[config.mk]
export PLATFORM = sky130hd
export DESIGN_NAME = gbfs_ctrl
export DESIGN_NICKNAME = d
export VERILOG_FILES = /design/src/gbfs_pkg.sv /design/src/gbfs_ctrl.sv
export SDC_FILE = /design/constraint.sdc
export NUM_CORES = 1
export LEC_CHECK = 0
export BUFFER_PORTS_ARGS = -buffer_cell sky130_fd_sc_hd__buf_2
export CORE_UTILIZATION = 40
export CTS_CLUSTER_SIZE = 25
export DETAILED_ROUTE_END_ITERATION = 7
export MAX_ROUTING_LAYER = met4
export PLACE_DENSITY = 0.66
export SYNTH_ARGS = -nofsm -noshare
export SYNTH_HDL_FRONTEND = slang
export SYNTH_SLANG_ARGS = --single-unit
[constraint.sdc]
create_clock -name clk -period 5.3 [get_ports clk]
set_clock_uncertainty 0.1 [all_clocks]
set_input_delay 1.06 -clock clk [delete_from_list [all_inputs] [get_ports clk]]
set_output_delay 1.06 -clock clk [all_outputs]
set_load 0.02 [all_outputs]
[src/gbfs_pkg.sv]
`default_nettype none
// ----------------------------------------------------------------------------
// gbfs_pkg
// Shared types, constants and channel payloads of the nearest free slot search.
// ----------------------------------------------------------------------------
package gbfs_pkg;

    localparam int GRID_X_DEF    = 64;
    localparam int GRID_Y_DEF    = 64;
    localparam int MAX_SLOTS_DEF = 1024;

    localparam int POS_W  = 6;
    localparam int KIND_W = 3;
    localparam int SLOT_W = 10;

    localparam logic [KIND_W-1:0] KIND_SLOT = 3'd3;
    localparam logic [KIND_W-1:0] KIND_ROAD = 3'd4;

    typedef enum logic [1:0] {
        CMD_WRITE = 2'd0,
        CMD_BUSY  = 2'd1,
        CMD_QUERY = 2'd2,
        CMD_NONE  = 2'd3
    } cmd_t;

    typedef struct packed {
        logic [1:0]        cmd;
        logic [POS_W-1:0]  pos_x;
        logic [POS_W-1:0]  pos_y;
        logic [KIND_W-1:0] cell_kind;
        logic [SLOT_W-1:0] slot_number;
        logic              busy_req;
    } req_t;

    typedef struct packed {
        logic              found;
        logic [SLOT_W-1:0] result_slot;
    } rsp_t;

    // controller to datapath
    typedef struct packed {
        logic       init_step;   // zero one map and busy entry after reset
        logic       load_req;    // capture request, start point
        logic       write_map;   // write cell at request position
        logic       write_busy;  // write busy flag
        logic       clr_step;    // clear one visited mark, advance counter
        logic       seed;        // enqueue start cell
        logic       pop;         // read queue head
        logic       pop_take;    // latch popped cell
        logic       nb_read;     // read neighbour at direction counter
        logic       nb_eval;     // evaluate neighbour data
        logic       id_eval;     // evaluate busy flag of slot id
        logic       push;        // enqueue neighbour / mark visited
        logic       dir_next;    // advance direction
        logic       dir_clear;   // restart direction
        logic       set_found;
    } ctl_t;

    // datapath to controller
    typedef struct packed {
        logic init_done;
        logic clr_done;
        logic queue_empty;
        logic dir_last;
        logic nb_is_free_slot_cand;
        logic nb_is_road_new;
        logic slot_free;
        logic pass2;
    } sts_t;

endpackage
`default_nettype wire

[src/gbfs_ctrl.sv]
`default_nettype none
// ----------------------------------------------------------------------------
// gbfs_ctrl
// Sequencer for map writes, busy updates and the breadth-first query.
// ----------------------------------------------------------------------------
module gbfs_ctrl
    import gbfs_pkg::*;
(
    input  wire logic clk,
    input  wire logic rst_n,
    input  wire logic in_valid,
    input  wire cmd_t in_cmd,
    output logic      in_ready,
    output logic      out_valid,
    input  wire logic out_ready,
    input  wire sts_t sts,
    output ctl_t      ctl
);
    typedef enum logic [11:0] {
        S_INIT  = 12'b000000000001,
        S_IDLE  = 12'b000000000010,
        S_DISP  = 12'b000000000100,
        S_CLR   = 12'b000000001000,
        S_SEED  = 12'b000000010000,
        S_POP   = 12'b000000100000,
        S_TAKE  = 12'b000001000000,
        S_NBRD  = 12'b000010000000,
        S_NBEV  = 12'b000100000000,
        S_DEC   = 12'b001000000000,
        S_BUSY  = 12'b010000000000,
        S_OUT   = 12'b100000000000
    } state_t;

    state_t state_reg, state_next;
    cmd_t   cmd_reg;

    always_ff @(posedge clk or negedge rst_n)
    begin
        if (!rst_n)
        begin
            state_reg <= S_INIT;
            cmd_reg   <= CMD_NONE;
        end
        else
        begin
            state_reg <= state_next;
            if (in_valid && in_ready)
            begin
                cmd_reg <= in_cmd;
            end
        end
    end

    assign in_ready  = (state_reg == S_IDLE);
    assign out_valid = (state_reg == S_OUT);

    // next state and commands
    always_comb
    begin
        state_next = state_reg;
        ctl        = '0;
        case (state_reg)
            S_INIT:
            begin
                if (sts.init_done)
                begin
                    state_next = S_IDLE;
                end
                else
                begin
                    ctl.init_step = 1'b1;
                end
            end
            S_IDLE:
            begin
                if (in_valid)
                begin
                    ctl.load_req = 1'b1;
                    state_next   = S_DISP;
                end
            end
            S_DISP:
            begin
                case (cmd_reg)
                    CMD_WRITE:
                    begin
                        ctl.write_map = 1'b1;
                        state_next    = S_OUT;
                    end
                    CMD_BUSY:
                    begin
                        ctl.write_busy = 1'b1;
                        state_next     = S_OUT;
                    end
                    CMD_QUERY: state_next = S_CLR;
                    default:   state_next = S_OUT;
                endcase
            end
            S_CLR:
            begin
                if (sts.clr_done)
                begin
                    state_next = S_SEED;
                end
                else
                begin
                    ctl.clr_step = 1'b1;
                end
            end
            S_SEED:
            begin
                ctl.seed   = 1'b1;
                state_next = S_POP;
            end
            S_POP:
            begin
                if (sts.queue_empty)
                begin
                    state_next = S_OUT;
                end
                else
                begin
                    ctl.pop    = 1'b1;
                    state_next = S_TAKE;
                end
            end
            S_TAKE:
            begin
                ctl.pop_take  = 1'b1;
                ctl.dir_clear = 1'b1;
                state_next    = S_NBRD;
            end
            S_NBRD:
            begin
                ctl.nb_read = 1'b1;
                state_next  = S_NBEV;
            end
            S_NBEV:
            begin
                ctl.nb_eval = 1'b1;
                state_next  = S_DEC;
            end
            S_DEC:
            begin
                if (!sts.pass2 && sts.nb_is_free_slot_cand)
                begin
                    ctl.id_eval = 1'b1;
                    state_next  = S_BUSY;
                end
                else
                begin
                    if (sts.pass2 && sts.nb_is_road_new)
                    begin
                        ctl.push = 1'b1;
                    end
                    ctl.dir_next = 1'b1;
                    state_next   = (sts.pass2 && sts.dir_last) ? S_POP : S_NBRD;
                end
            end
            S_BUSY:
            begin
                if (sts.slot_free)
                begin
                    ctl.set_found = 1'b1;
                    state_next    = S_OUT;
                end
                else
                begin
                    ctl.dir_next = 1'b1;
                    state_next   = S_NBRD;
                end
            end
            S_OUT:
            begin
                if (out_ready)
                begin
                    state_next = S_IDLE;
                end
            end
            default: state_next = S_IDLE;
        endcase
    end

    // one beat in, one beat out
    assert property (@(posedge clk) disable iff (!rst_n)
        !(in_ready && out_valid))
        else $error("input taken while result pending");
    assert property (@(posedge clk) disable iff (!rst_n)
        (out_valid && out_ready) |=> in_ready)
        else $error("no return to idle after result");
    assert property (@(posedge clk) disable iff (!rst_n)
        ctl.set_found |-> !sts.pass2)
        else $error("slot found during road pass");
endmodule
`default_nettype wire

==> metrics.md, run 1 <==
| Metric | Value |
|---|---|
| Yosys warns | `0` |
| Post-CTS Hold Buffers | `0` |
| End point of the critical path | `ctl[11]` |
| Register area share after synthesis | `a little under two fifths` |
| Vias in the first global route | `864` |
| Final Hold Viols | `0` |
| Final non-filler cell total | `157` |
| R2R depth | `4` |
| Final ANT Viol Nets | `0` |
| Clock slew at reported path FFs | `90 ps` |
| Post-Place Cells | `between 150 and 200` |
| Clock Sinks | `14` |
| Max VDD drop | `about 0.00021 V` |
| Power per Cell Area | `approximately 370 nW/um^2` |
| Static Leak | `0.000529 uW` |
| Die width | `50.6 microns` |
| Crit. Startpoint | `state_reg[5]` |
| Antenna violations before repair | `0` |
| Vias/cell | `between 5 and 6` |
| Worst Path Max Fanout | `11` |
| Post-synth cell types | `43` |
| Clock Latency Late Sink | `280 ps` |
| Number of synthesized flops with an enable pin | `0` |
| Synth top area share | `29.2%` |
| # H-tree levels | `1` |
| CP max stage cell | `or4_1` |
| Gr ovfl total | `0` |
| 1st-iter DRT viols | `17` |
| Row Count | `17` |
| Crit path cell chain | `or4_1, nor4_2, nand3b_1, nor3b_1, buf_2` |
| Internal reg-to-reg setup slack | `3030 ps` |
| Top delay family on crit path | `simple AND/OR/NAND/NOR gates` |
| Top_reg_cell synth | `dfrtp_1` |
| Global-route wire length before repair | `3.78 mm` |
| Die area | `roughly 2600 sq um` |
| Reg2Reg Capture Point | `cmd_reg[1]` |
| Diodes inserted | `0` |
| Tcrit/Tclk final | `67.4%` |
| Synth area leader | `dfrtp_1` |
| Setup crit start kind | `register` |
| Status | `complete, no violations` |
| Die height | `about 51 microns` |
| Kind of critical path | `reg2out` |
| Slowest stage delay, CP | `approximately 760 ps` |
| Most frequent cells in the layout | `30 x buf_2, 11 x nor3b_1, 11 x dfrtp_1` |
| Crit path arrival time | `2410 ps` |
| Achievable Freq | `280 MHz` |
| Max reg flops | `12` |
| Deepest clock path buffer count | `2` |
| Vias | `900` |
| Pin count of the biggest net entering global routing | `15` |
| Post-synth ARST share | `100%` |
| Synth Instances | `101` |
| Avg Inst Size Synth | `9.34 sq um` |
| Post-Syn Nets | `115` |
| Share of cells above drive strength 1 | `35.7%` |
| CTS tree | `done` |
| RSZ-0062 raised after global routing | `no` |
| Final min period | `3570 ps` |
| Max-slew violations | `0` |
| Worst-Margin Slew | `596 ps` |
| Relative slew margins | `59.7%` |
| Global Route Usage Sum | `between 20% and 30%` |
| Routed WL | `around 2.2 mm` |
| Max-cap violations | `0` |
| CP endpoint kind | `output port` |
| Clk root buf | `clkbuf_4` |
| Gpl congestion | `0.789` |
| Worst path depth | `5` |
| Worst min path class | `reg2reg` |
| # setup viols final | `0` |
| Synthesis-to-layout area growth | `19.1%` |
| Most common cell after layout, fill and taps aside | `buf_2` |
| Residual DRC | `0` |
| Top cells by area, synth | `dfrtp_1 29%, nor3b_1 8.8%, dfstp_2 8.4%, nor4_2 4.0%, nor4_1 3.3%` |
| Worst EP required | `4140 ps` |
| # resized after CTS | `0` |
| Ports | `31` |
| I/O Buffers | `30` |
| Setup bufs post-CTS | `0` |
| Synth Cell Area | `943 sq um` |
| Final #Nets | `144` |
| Critical R2R Launch | `state_reg[5]` |
| WL/cell | `roughly 14 microns` |
| Initial Util | `42.6%` |
| Bufs and invs on worst path | `1` |
| First-pass DRT Iterations | `4` |
| Yosys reg bits | `14` |
| Post-DP HPWL | `1.68 mm` |
| Core area | `2210 sq um` |
| Setup Total Neg Slack | `0 ps` |
| CTS Buf Count | `3` |
metrics by stage:
step / setup slack, ps / util (%) / total power, uW / area [sq um] / hold WS, ps
CTS: 1740 / 50.8 / 417 / 1120 / 474
global placement: 2140 / 49.6 / 346 / 1100 / 424
floorplan: 1950 / - / 307 / 943 / 395
detailed placement: 2070 / 49.6 / 352 / 1100 / 457
global route: 1600 / 50.8 / 449 / 1120 / 518
finish: 1730 / 50.8 / 414 / 1120 / 476
cell families (layout without fill, tap and decap cells):
kind of cell,after synthesis,in the layout,synth area share [%]
compound gates,15,15,11.9
xor+xnor,2,2,1.86
buf+inv,11,39,5.31
flops,14,14,37.5
mux,2,2,2.39
simple gates,57,57,41.0
worst min path at each step:
stage	start	end	slack (ps)	cells past startpoint
after CTS	state_reg[5]	state_reg[8]	470	1
after floorplan	state_reg[5]	state_reg[8]	390	1
after global routing	state_reg[4]	state_reg[8]	520	1
final	state_reg[4]	state_reg[8]	480	1
after global placement	state_reg[5]	state_reg[8]	420	1
after detailed placement	state_reg[5]	state_reg[8]	460	1
Yosys cell counts (3+ instances only):
library cell,instances
dfrtp_1,11
nor3b_1,11
nor4_1,5
nor2_1,6
buf_2,4
nor3_1,4
inv_1,5
nand2b_1,3
nor4_2,3
or4_1,4
nand2_1,4
dfstp_2,3
layout make-up:
cell class,count,area [sq um]
Fill cell,232,1090
Multi-Input combinational cell,76,539
Sequential cell,14,354
Timing Repair Buffer,30,150
Tap cell,28,35.0
Clock buffer,4,26.3
Inverter,5,18.8
where the power goes:
part	leakage, uW	total, uW	switching (uW)	internal (uW)
Clock	0.0000150	64.1	34.9	29.2
Combinational	0.000333	191	108	83.1
Sequential	0.000181	159	26.9	132
Total	0.000529	414	170	244
worst reg2reg max path, stage by stage (launching register included):
cell and delay, ps:
dfrtp_1 450, or4_1 760, nor3_2 290, and3_2 270, mux2_2 340
per-layer routing:
metal  up-vias  part of all wire [%]  track usage, %  wire length [microns]
met5         -                     0               -                      0
met4         0                  0.74            5.56                     16
met3         2                   4.7            6.67                    101
met2        20                    50            34.4                   1080
met1       439                    45            24.0                    978
li1        439                     -               -                      -
(Power assumes the default switching activity.)
==> run 2, diff against run 1 <==
--- a/config.mk
+++ b/config.mk
@@ -5,12 +5,13 @@
 export SDC_FILE = /design/constraint.sdc
 export NUM_CORES = 1
 export LEC_CHECK = 0
+export ABC_AREA = 1
 export BUFFER_PORTS_ARGS = -buffer_cell sky130_fd_sc_hd__buf_2
 export CORE_UTILIZATION = 40
 export CTS_CLUSTER_SIZE = 25
 export DETAILED_ROUTE_END_ITERATION = 7
 export MAX_ROUTING_LAYER = met4
-export PLACE_DENSITY = 0.66
+export PLACE_DENSITY = 0.68
 export SYNTH_ARGS = -nofsm -noshare
 export SYNTH_HDL_FRONTEND = slang
 export SYNTH_SLANG_ARGS = --single-unit
==> constraint.sdc (replaced) <==
create_clock -name clk -period 2.9 [get_ports clk]
set_clock_uncertainty 0.1 [all_clocks]
set_input_delay 0.58 -clock clk [delete_from_list [all_inputs] [get_ports clk]]
set_output_delay 0.58 -clock clk [all_outputs]
set_load 0.02 [all_outputs]
==> metrics.md, run 2 <==
| Metric | Value |
|---|---|
| Global-route wire length before repair | `3.68 mm` |
| Post-synth ARST share | `100%` |
| Setup bufs post-CTS | `0` |
| Share of cells above drive strength 1 | `29.9%` |
| Clock slew at reported path FFs | `100 ps` |
| WL/cell | `approximately 11 microns` |
| CP endpoint kind | `output port` |
| Synth top area share | `28.5%` |
| Filler cell count | `between 200 and 250` |
| Synth area leader | `dfrtp_1` |
| Status | `complete, no violations` |
| Post-CTS Hold Buffers | `0` |
| Ports | `31` |
| Clock Sinks | `14` |
| Placed Area | `1140 sq um` |
| Pint | `465 uW` |
| Post-DP HPWL | `1.77 mm` |
| Max VDD drop | `0.000541 V` |
| Synth Instances | `144` |
| RSZ-0062 raised after global routing | `no` |
| Kind of critical path | `reg2out` |
| Number of synthesized flops with an enable pin | `0` |
| Residual DRC | `0` |
| 1st-iter DRT viols | `27` |
| Most common cell after layout, fill and taps aside | `nand2_1` |
| Worst EP required | `2220 ps` |
| Worst min path class | `in2async` |
| Count leader, synth | `nand2_1` |
| Min Hold Slack | `around 73 ps` |
| Relative slew margins | `between 70% and 80%` |
| Antenna violations before repair | `0` |
| Bufs and invs on worst path | `3` |
| Top_reg_cell synth | `dfrtp_1` |
| Slowest stage delay, CP | `430 ps` |
| # setup viols final | `0` |
| Avg Inst Size Synth | `roughly 6.7 sq um` |
| CTS tree | `done` |
| Die area | `2620 sq um` |
| First-pass DRT Iterations | `5` |
| Die height | `51.1 microns` |
| Crit path arrival time | `1680 ps` |
| Row Count | `17` |
| Post-synth cell types | `20` |
| Top cells by area, synth | `dfrtp_1 28%, nand2_1 15%, inv_1 13%, nor2_1 8.5%, dfstp_2 8.2%` |
| Clock Power Share | `17.8%` |
| Sequential power share | `between 30% and 40%` |
| Synthesis-to-layout area growth | `22.2%` |
| Fin area | `about 1200 sq um` |
| Clk root buf | `clkbuf_4` |
| Synth Cell Area | `966 sq um` |
| Gpl congestion | `~0.90` |
| Commonest cells post-synth | `38 x nand2_1, 34 x inv_1, 22 x nor2_1` |
| Yosys reg bits | `14` |
| CTS Buf Count | `3` |
| Fin util | `between 50% and 60%` |
| Final #Nets | `192` |
| Setup crit start kind | `register` |
| Achievable Freq | `424 MHz` |
| Worst Path Max Fanout | `5` |
| CP max stage cell | `dfrtp_1` |
| Global Route Usage Sum | `a little under 20%` |
| Die width | `51.1 microns` |
| Top delay family on crit path | `simple AND/OR/NAND/NOR gates` |
| Static Leak | `0.000771 uW` |
| Final Hold Viols | `0` |
| Final ANT Viol Nets | `0` |
| Sw Share | `44.2%` |
| # H-tree levels | `1` |
| Cell mode on critical path | `inv_1` |
| Pin count of the biggest net entering global routing | `15` |
| Register area share after synthesis | `36.7%` |
| Max-slew violations | `0` |
| Final non-filler cell total | `205` |
| Setup Total Neg Slack | `0 ps` |
| Post-Syn Nets | `158` |
| Final min period | `2360 ps` |
| Vias in the first global route | `848` |
| Deepest clock path buffer count | `2` |
| Gr ovfl total | `0` |
| Combinational fraction of design power | `49.7%` |
| Crit path cell chain | `nor2_2, inv_1, nor2_1, nand2_2, a21oi_1, inv_1, nand2_1, buf_2` |
| Initial Util | `42.8%` |
| Worst-Margin Slew | `roughly 320 ps` |
| Post-Place Cells | `201` |
| Most frequent cells in the layout | `38 x nand2_1, 34 x inv_1, 30 x buf_2` |
| Routed WL | `2.16 mm` |
| Tcrit/Tclk final | `around 80%` |
| Max-cap violations | `0` |
| # resized after CTS | `0` |
| Yosys warns | `0` |
| I/O Buffers | `30` |
| Core area | `2250 sq um` |
| Vias/cell | `4.56` |
| Vias | `934` |
| Power per Cell Area | `slightly above 700 nW/um^2` |
| Clock Latency Late Sink | `between 200 and 300 ps` |
| Diodes inserted | `0` |
| Max reg flops | `12` |
| Net switching power | `between 300 and 400 uW` |
==> run 2: cells by family (layout without fill, tap and decap cells) <==
group,count (synthesis),count (layout),synth area share (%)
compound gates,7,7,3.63
buf+inv,36,69,14.4
flops,14,14,36.7
simple gates,87,87,45.3
==> run 2: worst paths after layout <==
kind | from | end | slack, ps | depth (start not counted)
min in group clk | sts[5] | state_reg[6] | 370 | 2
max in group asynchronous | rst_n | cmd_reg[1] | 2340 | 1
max | state_reg[10] | ctl[2] | 540 | 8
max reg2reg | state_reg[10] | state_reg[4] | 1380 | 7
min reg2reg | cmd_reg[1] | cmd_reg[1] | 420 | 2
min | rst_n | state_reg[11] | 70 | 1
==> run 2: per-layer routing <==
| layer | vias to the layer above | track usage [%] | wire length [microns] |
|---|---|---|---|
| li1 | 485 | - | - |
| met1 | 414 | 24.3 | 944 |
| met2 | 27 | 32.9 | 1080 |
| met3 | 8 | 2.68 | 101 |
| met4 | 0 | 5.56 | 35 |
| met5 | - | - | 0 |
==> run 2: final cells by class <==
type / instances / area (sq um) / share of cell area [%]
Multi-Input combinational cell: 94 / 473 / 40.1
Sequential cell: 14 / 354 / 30.0
Timing Repair Buffer: 30 / 150 / 12.7
Inverter: 35 / 131 / 11.1
Clock buffer: 4 / 36.3 / 3.08
Tap cell: 28 / 35.0 / 2.97
==> run 2: through the flow <==
step           total power (uW)  setup WS, ps
2_1_floorplan               599           888
3_3_place_gp                678           929
3_5_place_dp                691           865
4_1_cts                     839           545
5_1_grt                     902           435
6_report                    833           543
==> run 2: power by group through the flow <==
stage               logic [uW]  clock network, uW  registers (uW)
global route               465                159             277
CTS                        418                150             271
finish                     414                148             270
detailed placement         415                  0             275
floorplan                  330                  0             269
global placement           405                  0             272
